$ cat config.mk
export PLATFORM = sky130hd
export DESIGN_NAME = quadrature_detent_level_control
export DESIGN_NICKNAME = d
export VERILOG_FILES = /design/src/hw/rtl/qdlc_pkg.sv /design/src/hw/rtl/qdlc_front.sv /design/src/hw/rtl/qdlc_fifo.sv /design/src/hw/rtl/qdlc_back.sv /design/src/hw/rtl/quadrature_detent_level_control.sv
export VERILOG_INCLUDE_DIRS = /design/src /design/src/hw/rtl
export SDC_FILE = /design/constraint.sdc
export NUM_CORES = 1
export LEC_CHECK = 0
export ABC_AREA = 0
export BUFFER_PORTS_ARGS = -buffer_cell sky130_fd_sc_hd__buf_2
export CAP_MARGIN = 30
export CORE_ASPECT_RATIO = 1.4
export CORE_MARGIN = 4
export CORE_UTILIZATION = 46
export CTS_BUF_LIST = sky130_fd_sc_hd__clkbuf_4
export DETAILED_ROUTE_END_ITERATION = 6
export GPL_TIMING_DRIVEN = 0
export PLACE_DENSITY = 0.61
export SLEW_MARGIN = 5
export SYNTH_ARGS = -nofsm -noshare
export SYNTH_HDL_FRONTEND = slang
export SYNTH_SLANG_ARGS = --single-unit
$ cat constraint.sdc
create_clock -name clock -period 13.4 [get_ports clock]
set_input_delay 2.68 -clock clock [delete_from_list [all_inputs] [get_ports clock]]
set_output_delay 2.68 -clock clock [all_outputs]
set_load 0.01 [all_outputs]
$ cat src/hw/rtl/quadrature_detent_level_control_macros.svh
// Assertion helpers shared by the front end, queue and back end RTL files.
`ifndef QUADRATURE_DETENT_LEVEL_CONTROL_MACROS_SVH
`define QUADRATURE_DETENT_LEVEL_CONTROL_MACROS_SVH

// Condition must hold at every clock edge outside reset.
`define QDLC_ASSERT_ALWAYS(label, cond, msg) \
   label: assert property (@(posedge clock) disable iff (reset) (cond)) else $error(msg);

// Consequent must hold in the cycle after the antecedent.
`define QDLC_ASSERT_NEXT(label, ante, cons, msg) \
   label: assert property (@(posedge clock) disable iff (reset) (ante) |=> (cons)) \
      else $error(msg);

`endif

$ cat src/hw/rtl/qdlc_pkg.sv
package qdlc_pkg;

   localparam int unsigned LEVEL_MAX  = 100;
   localparam int unsigned LEVEL_W    = 7;
   localparam int unsigned PERIOD_W   = 16;
   localparam int unsigned FIFO_DEPTH = 2;

   // floor(x / LEVEL_MAX) as (x * RECIP) >> RECIP_SHIFT, exact for x < 2^23
   localparam int unsigned RECIP_SHIFT = 30;
   localparam int unsigned RECIP       = ((1 << RECIP_SHIFT) + LEVEL_MAX - 1) / LEVEL_MAX;
   localparam int unsigned RECIP_W     = $clog2(RECIP + 1);
   localparam int unsigned PRODUCT_W   = PERIOD_W + LEVEL_W;
   localparam int unsigned SCALED_W    = PRODUCT_W + RECIP_W;

   localparam logic [LEVEL_W-1:0]  LEVEL_TOP         = LEVEL_W'(LEVEL_MAX);
   localparam logic [LEVEL_W-1:0]  LEVEL_HALF        = LEVEL_W'(LEVEL_MAX / 2);
   localparam logic [LEVEL_W-1:0]  LEVEL_STEP_RESET  = 7'd10;
   localparam logic [LEVEL_W-1:0]  MIN_LEVEL_RESET   = 7'd0;
   localparam logic [PERIOD_W-1:0] PWM_PERIOD_RESET  = 16'd1000;

   typedef enum logic [1:0] {
      CSR_LEVEL_STEP = 2'd0,
      CSR_MIN_LEVEL  = 2'd1,
      CSR_PWM_PERIOD = 2'd2
   } csr_index_type;

   typedef struct packed {
      logic [LEVEL_W-1:0] level;
      logic               turned_cw;
      logic               turned_ccw;
   } detent_type;

   // Position of (A,B) along the clockwise sequence 00, 10, 11, 01.
   function automatic logic [1:0] gray_pos(input logic [1:0] ab);
      logic [1:0] pos;
      unique case (ab)
         2'b00: pos = 2'd0;
         2'b01: pos = 2'd3;
         2'b10: pos = 2'd1;
         2'b11: pos = 2'd2;
      endcase
      return pos;
   endfunction

endpackage

$ cat src/hw/rtl/qdlc_front.sv
`include "quadrature_detent_level_control_macros.svh"

module qdlc_front (
   input  logic                          clock,
   input  logic                          reset,
   input  logic                          sample_valid,
   input  logic                          sample_a,
   input  logic                          sample_b,
   output logic                          sample_ready,
   input  logic                          space_avail,
   input  logic [qdlc_pkg::LEVEL_W-1:0]  level_step,
   input  logic [qdlc_pkg::LEVEL_W-1:0]  min_level,
   output logic                          push,
   output qdlc_pkg::detent_type          push_data
);
   import qdlc_pkg::*;

   logic [2:0]         phase_ff, phase_in;
   logic [2:0]         count_ff, count_in;
   logic [LEVEL_W-1:0] level_ff, level_in;
   logic               accept;
   logic [1:0]         ab;
   logic [1:0]         delta;
   logic signed [3:0]  count_next;
   logic [LEVEL_W:0]   level_sum;
   logic [LEVEL_W-1:0] level_gap;
   logic               cw, ccw;

   assign sample_ready = space_avail;
   assign accept       = sample_valid && space_avail;
   assign ab           = {sample_a, sample_b};
   assign delta        = gray_pos(ab) - gray_pos(phase_ff[1:0]);
   assign level_sum    = {1'b0, level_ff} + {1'b0, level_step};
   assign level_gap    = level_ff - min_level;

   always_comb begin
      phase_in   = phase_ff;
      count_in   = count_ff;
      level_in   = level_ff;
      cw         = 1'b0;
      ccw        = 1'b0;
      count_next = {count_ff[2], count_ff};
      if (accept) begin
         if (!phase_ff[2]) begin
            // first sample: lock onto the phase only
            phase_in = {1'b1, ab};
            count_in = '0;
            level_in = LEVEL_HALF;
         end else begin
            if (delta == 2'd1) begin
               count_next = count_next + 4'sd1;
               phase_in   = {1'b1, ab};
            end else if (delta == 2'd3) begin
               count_next = count_next - 4'sd1;
               phase_in   = {1'b1, ab};
            end
            if (count_next >= 4'sd4) begin
               count_in = '0;
               cw       = 1'b1;
               if (level_ff < LEVEL_TOP) begin
                  level_in = (level_sum > {1'b0, LEVEL_TOP}) ? LEVEL_TOP
                                                            : level_sum[LEVEL_W-1:0];
               end
            end else if (count_next <= -4'sd4) begin
               count_in = '0;
               ccw      = 1'b1;
               if (level_ff > min_level) begin
                  level_in = (level_gap > level_step) ? level_ff - level_step : min_level;
               end
            end else begin
               count_in = count_next[2:0];
            end
         end
      end
   end

   always_ff @(posedge clock) begin
      if (reset) begin
         phase_ff <= '0;
         count_ff <= '0;
         level_ff <= LEVEL_HALF;
      end else begin
         phase_ff <= phase_in;
         count_ff <= count_in;
         level_ff <= level_in;
      end
   end

   assign push                 = accept;
   assign push_data.level      = level_in;
   assign push_data.turned_cw  = cw;
   assign push_data.turned_ccw = ccw;

   `QDLC_ASSERT_ALWAYS(a_level_in_range, level_ff <= LEVEL_TOP, "qdlc: level above maximum")
   `QDLC_ASSERT_NEXT(a_detent_clears_count, push && (cw || ccw), count_ff == 3'd0,
                     "qdlc: step count not cleared after detent")

endmodule

$ cat src/hw/rtl/qdlc_fifo.sv
`include "quadrature_detent_level_control_macros.svh"

module qdlc_fifo #(
   parameter int unsigned DEPTH = qdlc_pkg::FIFO_DEPTH
) (
   input  logic                 clock,
   input  logic                 reset,
   input  logic                 push,
   input  qdlc_pkg::detent_type push_data,
   output logic                 space_avail,
   input  logic                 pop,
   output logic                 pop_valid,
   output qdlc_pkg::detent_type pop_data
);
   import qdlc_pkg::*;

   localparam int unsigned PTR_W = (DEPTH > 1) ? $clog2(DEPTH) : 1;
   localparam int unsigned CNT_W = $clog2(DEPTH + 1);
   localparam logic [PTR_W-1:0] PTR_LAST = PTR_W'(DEPTH - 1);
   localparam logic [CNT_W-1:0] CNT_FULL = CNT_W'(DEPTH);

   detent_type       mem_ff [DEPTH];
   logic [PTR_W-1:0] wr_ptr_ff, wr_ptr_in;
   logic [PTR_W-1:0] rd_ptr_ff, rd_ptr_in;
   logic [CNT_W-1:0] count_ff, count_in;

   assign space_avail = (count_ff != CNT_FULL);
   assign pop_valid   = (count_ff != '0);
   assign pop_data    = mem_ff[rd_ptr_ff];

   always_comb begin
      wr_ptr_in = wr_ptr_ff;
      rd_ptr_in = rd_ptr_ff;
      count_in  = count_ff;
      if (push) begin
         wr_ptr_in = (wr_ptr_ff == PTR_LAST) ? '0 : wr_ptr_ff + 1'b1;
      end
      if (pop) begin
         rd_ptr_in = (rd_ptr_ff == PTR_LAST) ? '0 : rd_ptr_ff + 1'b1;
      end
      if (push && !pop) begin
         count_in = count_ff + 1'b1;
      end else if (pop && !push) begin
         count_in = count_ff - 1'b1;
      end
   end

   always_ff @(posedge clock) begin
      if (push) begin
         mem_ff[wr_ptr_ff] <= push_data;
      end
   end

   always_ff @(posedge clock) begin
      if (reset) begin
         wr_ptr_ff <= '0;
         rd_ptr_ff <= '0;
         count_ff  <= '0;
      end else begin
         wr_ptr_ff <= wr_ptr_in;
         rd_ptr_ff <= rd_ptr_in;
         count_ff  <= count_in;
      end
   end

   `QDLC_ASSERT_ALWAYS(a_fifo_bounded, count_ff <= CNT_FULL, "qdlc: queue count out of range")
   `QDLC_ASSERT_ALWAYS(a_fifo_no_overflow, !push || space_avail, "qdlc: push into full queue")

endmodule

$ cat src/hw/rtl/qdlc_back.sv
`include "quadrature_detent_level_control_macros.svh"

module qdlc_back (
   input  logic                          clock,
   input  logic                          reset,
   input  logic                          item_valid,
   input  qdlc_pkg::detent_type          item_data,
   output logic                          item_pop,
   input  logic [qdlc_pkg::PERIOD_W-1:0] pwm_period,
   output logic                          rsp_tvalid,
   input  logic                          rsp_tready,
   output logic [31:0]                   rsp_tdata
);
   import qdlc_pkg::*;

   logic                  mul_valid_ff;
   detent_type            mul_item_ff;
   logic [PRODUCT_W-1:0]  product_ff;
   logic                  out_valid_ff;
   detent_type            out_item_ff;
   logic [PERIOD_W-1:0]   compare_ff;
   logic                  out_ready;
   logic                  mul_ready;
   logic [SCALED_W-1:0]   scaled;

   assign out_ready = !out_valid_ff || rsp_tready;
   assign mul_ready = !mul_valid_ff || out_ready;
   assign item_pop  = item_valid && mul_ready;
   assign scaled    = SCALED_W'(product_ff) * SCALED_W'(RECIP);

   always_ff @(posedge clock) begin
      if (reset) begin
         mul_valid_ff <= 1'b0;
         out_valid_ff <= 1'b0;
      end else begin
         if (mul_ready) begin
            mul_valid_ff <= item_valid;
         end
         if (out_ready) begin
            out_valid_ff <= mul_valid_ff;
         end
      end
   end

   always_ff @(posedge clock) begin
      if (item_pop) begin
         mul_item_ff <= item_data;
         product_ff  <= PRODUCT_W'(pwm_period) * PRODUCT_W'(item_data.level);
      end
      if (out_ready && mul_valid_ff) begin
         out_item_ff <= mul_item_ff;
         compare_ff  <= scaled[RECIP_SHIFT +: PERIOD_W];
      end
   end

   assign rsp_tvalid = out_valid_ff;
   assign rsp_tdata  = {7'd0, out_item_ff.turned_ccw, out_item_ff.turned_cw,
                        compare_ff, out_item_ff.level};

   `QDLC_ASSERT_NEXT(a_mul_holds, mul_valid_ff && !out_ready, mul_valid_ff,
                     "qdlc: multiply stage dropped a stalled item")

endmodule

$ cat src/hw/rtl/quadrature_detent_level_control.sv
// A sample's result is registered in the queue, the multiply stage and the output stage before rsp.
// Throughput: one sample per cycle while the queue has space, set by the phase/level update in the
// front end; the back end scales in two registered multiply stages.
// A two-entry queue and the output register let each side stall on its own.
// Reset (synchronous, active high): phase unsynchronized, step count zero, level at half
// of maximum, registers back to their defaults, queue and pipeline empty.
module quadrature_detent_level_control #(
   parameter int unsigned FIFO_DEPTH = qdlc_pkg::FIFO_DEPTH
) (
   input  logic        clock,
   input  logic        reset,
   // sample channel
   input  logic        req_tvalid,
   output logic        req_tready,
   input  logic [7:0]  req_tdata,   // [0] chan_a, [1] chan_b
   // result channel
   output logic        rsp_tvalid,
   input  logic        rsp_tready,
   output logic [31:0] rsp_tdata,   // [6:0] pwm_level, [22:7] compare_value,
                                    // [23] turned_cw, [24] turned_ccw
   // register port
   input  logic        csr_psel,
   input  logic        csr_penable,
   input  logic        csr_pwrite,
   input  logic [3:0]  csr_paddr,
   input  logic [31:0] csr_pwdata,
   output logic [31:0] csr_prdata,
   output logic        csr_pready
);
   import qdlc_pkg::*;

   logic [LEVEL_W-1:0]  level_step_ff;
   logic [LEVEL_W-1:0]  min_level_ff;
   logic [PERIOD_W-1:0] pwm_period_ff;
   logic                csr_write;
   csr_index_type       csr_index;

   logic       push;
   detent_type push_data;
   logic       space_avail;
   logic       pop;
   logic       pop_valid;
   detent_type pop_data;

   // Register port: zero wait states; writes land on the access phase.
   assign csr_pready = 1'b1;
   assign csr_write  = csr_psel && csr_penable && csr_pwrite && csr_pready;
   assign csr_index  = csr_index_type'(csr_paddr[3:2]);

   always_ff @(posedge clock) begin
      if (reset) begin
         level_step_ff <= LEVEL_STEP_RESET;
         min_level_ff  <= MIN_LEVEL_RESET;
         pwm_period_ff <= PWM_PERIOD_RESET;
      end else if (csr_write) begin
         // drop writes to addresses beyond the register list
         unique case (csr_index)
            CSR_LEVEL_STEP: level_step_ff <= csr_pwdata[LEVEL_W-1:0];
            CSR_MIN_LEVEL:  min_level_ff  <= csr_pwdata[LEVEL_W-1:0];
            CSR_PWM_PERIOD: pwm_period_ff <= csr_pwdata[PERIOD_W-1:0];
            default: ;
         endcase
      end
   end

   always_comb begin
      unique case (csr_index)
         CSR_LEVEL_STEP: csr_prdata = {25'd0, level_step_ff};
         CSR_MIN_LEVEL:  csr_prdata = {25'd0, min_level_ff};
         CSR_PWM_PERIOD: csr_prdata = {16'd0, pwm_period_ff};
         default:        csr_prdata = '0;
      endcase
   end

   // Front end: track the gray-code phase, count steps, move the level per detent.
   qdlc_front u_front (
      .clock        (clock),
      .reset        (reset),
      .sample_valid (req_tvalid),
      .sample_a     (req_tdata[0]),
      .sample_b     (req_tdata[1]),
      .sample_ready (req_tready),
      .space_avail  (space_avail),
      .level_step   (level_step_ff),
      .min_level    (min_level_ff),
      .push         (push),
      .push_data    (push_data)
   );

   // Hold finished level updates until the scaler takes them.
   qdlc_fifo #(
      .DEPTH (FIFO_DEPTH)
   ) u_fifo (
      .clock       (clock),
      .reset       (reset),
      .push        (push),
      .push_data   (push_data),
      .space_avail (space_avail),
      .pop         (pop),
      .pop_valid   (pop_valid),
      .pop_data    (pop_data)
   );

   // Back end: compare value = floor(pwm_period * level / LEVEL_MAX), then the output register.
   qdlc_back u_back (
      .clock      (clock),
      .reset      (reset),
      .item_valid (pop_valid),
      .item_data  (pop_data),
      .item_pop   (pop),
      .pwm_period (pwm_period_ff),
      .rsp_tvalid (rsp_tvalid),
      .rsp_tready (rsp_tready),
      .rsp_tdata  (rsp_tdata)
   );

endmodule
; Yosys cells after proc, flatten, opt, wreduce, memory -nomap -nowiden
; Memories as Yosys holds them, arrays and structs flattened. A register that Yosys moved wholly into a read port is not among the register bits.
; Index checks and enable logic that the tools add are counted.
[op_classes]
add_sub_neg = 10
multipliers = 2
n_lt_le_gt_ge = 6
n_eq_ne = 12
mux = 36
reduce_logical = 22
[ops]
columns = op, n
row1 = 2-to-1 mux 7 bit, 8
row2 = one-hot mux 16 bit (3 select lines), 1
row3 = "multiplier 23 x 24 -> 46 bit, second input constant", 1
row4 = multiplier 16 x 7 -> 23 bit, 1
row5 = 2-to-1 mux 4 bit, 4
row6 = one-hot mux 2 bit (4 select lines), 2
row7 = 2-to-1 mux 3 bit, 5
row8 = > comparator 7 bit, 2
row9 = subtractor 7 bit, 2
row10 = 2-to-1 mux 1 bit, 13
row11 = "equality test 2 bit, second input constant", 6
row12 = adder 7 x 7 -> 8 bit, 1
row13 = "equality test 2 x 1 -> 1 bit, second input constant", 4
row14 = "> comparator 8 x 7 -> 1 bit, second input constant", 1
row15 = AND reduction 2 bit, 4
row16 = logical AND 1 bit, 7
row17 = "less-than comparator 7 bit, second input constant", 1
row18 = zero test 2 bit, 3
row19 = 2-to-1 mux 2 bit, 3
row20 = "adder 3 x 2 -> 4 bit, second input constant", 1
row21 = "greater-or-equal comparator 4 bit, second input constant", 1
row22 = "less-or-equal comparator 4 x 3 -> 1 bit, second input constant", 1
row23 = zero test 1 bit, 4
row24 = nonzero test 2 bit, 2
row25 = other kinds (8), 10
[word_totals]
reg_bits = 106
ram_bits = 18
in_bits = 51
out_inout_bits = 67
word_cells = 109
mem_count = 1
[mem_list]
columns = name, words, word_bits, rd, rd_ports_with_merged_regs, wr, line_no
row1 = u_fifo.mem_ff, 2, 9, 1, 1, 1, qdlc_fifo.sv:22  ; detent_type mem_ff [DEPTH];

; Logic depth before layout (Yosys ltp)
[depth]
ltp_word = 13
ltp_mapped = 24
mapped_depth_nobuf = 24

; By module
; A second synthesis with hierarchy kept.
[hier_totals]
cells_unflattened = 1919
hier_area_um2 = 19099.6
[by_module_without_submodules]
columns = module, n_inst, cells_per_inst, area_each_um2, seq_area_each_um2
row1 = qdlc_back, 1, 1406, 14397.6, 1751.7
row2 = qdlc_front, 1, 285, 2209.6, 260.2
row3 = quadrature_detent_level_control, 1, 178, 1637.8, 600.6
row4 = qdlc_fifo, 1, 50, 854.6, 640.6

; Worst setup path before layout
; OpenSTA, ideal clock, no wires.
[synth_timing]
path_kind = register to register
start = reg u_back.product_ff[6]
end = reg u_back.compare_ff[15] (data pin)
setup_time_ns = 0.260
arrival_ns = 6.317
required_ns = 13.140
path_slack_ns = 6.823
path_stages_with_launch = 22
path_buffers = 0
period_less_slack_ns = 6.577
path_cell_list = edfxtp_1 > inv_1 > fa_1 > inv_1 > fa_1 > inv_1 > fa_1 > fa_1 > inv_1 > fa_1 > fa_1 > inv_1 > fa_1 > inv_1 > ha_1 > a211oi_1 > o2111ai_1 > o32a_1 > a2111oi_1 > o31ai_1 > a21oi_1 > xnor2_1
[synth_between]
elab_chain_len = 1
[synth_rtl]
columns = item, line_no
row1 = start: declaration, qdlc_back.sv:18  ; logic [PRODUCT_W-1:0] product_ff;
row2 = start signal: assignment, qdlc_back.sv:48  ; product_ff <= PRODUCT_W'(pwm_period) * PRODUCT_W'(item_data.level);
row3 = multiplier 23 x 24 -> 46 bit, qdlc_back.sv:29  ; assign scaled = SCALED_W'(product_ff) * SCALED_W'(RECIP);
row4 = named net u_back.scaled[45], qdlc_back.sv:24  ; logic [SCALED_W-1:0] scaled;
row5 = end signal: assignment, qdlc_back.sv:52  ; compare_ff <= scaled[RECIP_SHIFT +: PERIOD_W];
row6 = end: declaration, qdlc_back.sv:21  ; logic [PERIOD_W-1:0] compare_ff;
; The timed path passes the listed nets, and every way through them passes these cells.
; A chain may end at the register's enable or synchronous reset.

; Final worst setup path
; Ends and elaborated chain as after synthesis.

==> flow_summary.ini <==
[setup_path]
r2r_slack_ns = 5.78
worst_setup_path_end_kind = register
crit_required_ns = 13.74
worst_setup_path_start_kind = register
cp_max_fo = 7
crit_arrival_ns = 7.96
critPathKind = reg2reg

[finish]
layout_common_cells = inv_1 (427), ha_1 (318), fa_1 (266)
fin_util = 0.501
drive_above_1_share = 0.0814
num-nets-final = 2648
final_common_cell = inv_1
area_delta_synth_final_pct = 7.43
fill_cells = 3758

[global_routing]
grt_overflow = 0
use_met3 = 0.0239
track_usage = 0.219
grt_first_pass_wirelength_um = 74600
antenna_found_initial = 1
grt_max_degree = 25
use_met2 = 0.415
grt_pass1_vias = 14400
use_met1 = 0.238
grt-busiest-layer = met2

[timing]
slew_headroom = 0.330
fmax_ghz = 0.131
finalSetupViolCount = 0
skew_ns = 0.0265
hold_viol_final = 0
fin_crit_sh = 0.569
final.setup.tns_ns = 0
period_needed_ns = 7.62
rsz0062_at_grt = no
slew_violations = 0
hold-worst-slack_ns = 0.421
worst_pin_slew_ns = 1.00

[synthesis]
async_reset_ff_frac = 0
syn_avg_cell_area_um2 = 9.90
synth_flop_cell = edfxtp_1
synth_area_um2 = 18800
ys_seq_elements = 125
ys_seq_area_frac = 0.173
yosys_warnings = 0
ys_types = 82
synth_edf_count = 75
synthCells = 1901

[clocking]
cts_buffer_depth = 2
cts_made_buffers = 17
clk_pin_slew_worst_paths_ns = 0.15
cts_root_buf = clkbuf_4
numClockSinks = 125
cts_resized = 0
cts_setup_buffers = 0
htree_num_levels = 4
tritoncts = built
insertion_delay_ns = 0.59
hold_buffers = 0

[detailed_routing]
wl_per_cell_um = 18.4
vias_per_cell = 5.20
drtPass1Iterations = 5
wl_um = 47000
drc = 0
num_vias = 13300
drt.antenna.violating_nets = 0
drtIter0Drc = 494

[placement]
io_buffers = 68
dpl.hpwl_um = 40500
place.gp.congestion = 0.998

[floorplan]
dieArea_um2 = 44300
start_util = 0.466
die_y_um = 247
die_x_um = 179
coreArea_um2 = 40400
io_pins = 118
row_count = 87

[hold_path]
hold_class = reg2reg

[flow_run]
max-cap-violations = 0

[status]
status = complete, no violations
Yosys cell counts, types with 3 or more instances:
cell type,count,share of area
or3_1,6,0.0020
clkbuf_1,29,0.0058
xor2_1,15,0.0070
o21bai_1,8,0.0032
nand3b_1,7,0.0028
o32ai_1,3,0.0014
inv_1,427,0.085
mux2_2,9,0.0054
o22a_1,3,0.0014
dfxtp_1,50,0.053
a31oi_1,6,0.0020
and2_1,49,0.016
mux2i_1,26,0.014
a21o_1,26,0.010
and3_1,4,0.0013
fa_1,266,0.28
ha_1,318,0.21
nor2b_1,15,0.0050
a2111oi_0,4,0.0019
nor2_1,64,0.013
and4_1,4,0.0019
buf_1,7,0.0014
nand2_1,144,0.029
nand2b_1,9,0.0030
a211oi_1,10,0.0040
xnor2_1,39,0.018
o31ai_1,7,0.0028
o22ai_1,9,0.0030
o211ai_1,6,0.0024
buf_4,25,0.010
nor3_1,12,0.0032
o21a_1,10,0.0040
o21ai_0,44,0.012
nand4_1,11,0.0037
a21oi_1,67,0.018
a211o_1,7,0.0033
nand3_1,13,0.0035
edfxtp_1,75,0.12
or2_2,8,0.0027
layer usage:
layer	wire length [um]	share of wire
met1	17400	0.37
met2	25600	0.54
met3	1580	0.034
met4	2520	0.054
met5	0	0
cell type report:
| cell class | instances | area (um2) | share of cell area |
|---|---|---|---|
| Multi-Input combinational cell | 1307 | 13700 | 0.678 |
| Sequential cell | 125 | 3250 | 0.161 |
| Inverter | 428 | 1610 | 0.0795 |
| Tap cell | 534 | 668 | 0.0331 |
| Timing Repair Buffer | 71 | 393 | 0.0194 |
| Buffer | 63 | 333 | 0.0165 |
| Clock buffer | 18 | 135 | 0.00668 |
| Clock inverter | 14 | 110 | 0.00545 |
| Antenna cell | 1 | 2.50 | 0.000124 |
stage by stage:
step | instance area (um2) | cells | setup slack, ns
3_5_place_dp | 20000 | 2528 | 5.78
6_report | 20200 | 2561 | 5.78
4_1_cts | 20200 | 2560 | 5.73
5_1_grt | 20200 | 2561 | 5.37
2_1_floorplan | 18900 | 1923 | 6.82
3_3_place_gp | 19900 | 2525 | 5.83
flip-flops by register name, summed over array words and instances, names as in the netlist, named ones only:
register	flops
u_front.level_ff	7
u_back.product_ff	23
level_step_ff	7
u_back.rsp_tvalid	1
pwm_period_ff	16
u_fifo.count_ff	2
u_back.compare_ff	16
u_fifo.wr_ptr_ff	1
u_back.rsp_tdata	9
u_back.mul_item_ff	9
min_level_ff	7
u_fifo.mem_ff	18
u_fifo.rd_ptr_ff	1
u_front.count_ff	3
u_back.mul_valid_ff	1
u_front.phase_ff	3
critical path, cell delays in order (launching register included):
cell       delay [ns]
edfxtp_1         0.63
inv_1            0.17
fa_1             0.53
inv_1            0.09
fa_1             0.54
inv_1            0.06
fa_1             0.53
fa_1             0.52
inv_1            0.05
fa_1             0.48
fa_1             0.54
inv_1            0.05
fa_1             0.53
inv_1            0.04
ha_1             0.35
a211oi_1         0.33
o2111ai_1        0.17
o32a_1           0.44
a2111oi_1        0.79
o31ai_1          0.24
a21oi_1          0.23
xnor2_1          0.08
path summary, 6_finish.rpt:
kind,from,endpoint,cells past startpoint
max,u_back.product_ff[6]$_DFFE_PP_,u_back.compare_ff[15]$_DFFE_PP_,21
min,u_back.mul_item_ff[8]$_DFFE_PP_,u_back.rsp_tdata[6]$_DFFE_PP_,0
max reg2reg,u_back.product_ff[6]$_DFFE_PP_,u_back.compare_ff[15]$_DFFE_PP_,21
min reg2reg,u_back.mul_item_ff[8]$_DFFE_PP_,u_back.rsp_tdata[6]$_DFFE_PP_,0
kinds of logic (layout without fill, tap and decap cells):
| logic type | Yosys count | after routing | share of synthesized area |
|---|---|---|---|
| AO/OA/AOI/OAI | 247 | 247 | 0.0883 |
| XOR/XNOR | 56 | 56 | 0.0273 |
| adder cells (fa/ha/maj) | 584 | 584 | 0.494 |
| buffers and inverters | 491 | 594 | 0.103 |
| flip-flops | 125 | 125 | 0.173 |
| multiplexers | 36 | 36 | 0.0204 |
| other | 2 | 25 | 0.000399 |
| AND/OR/NAND/NOR | 360 | 360 | 0.0932 |
Power is not shown: default switching activity piles up to over one toggle a cycle in this logic, so the estimate is an artifact.
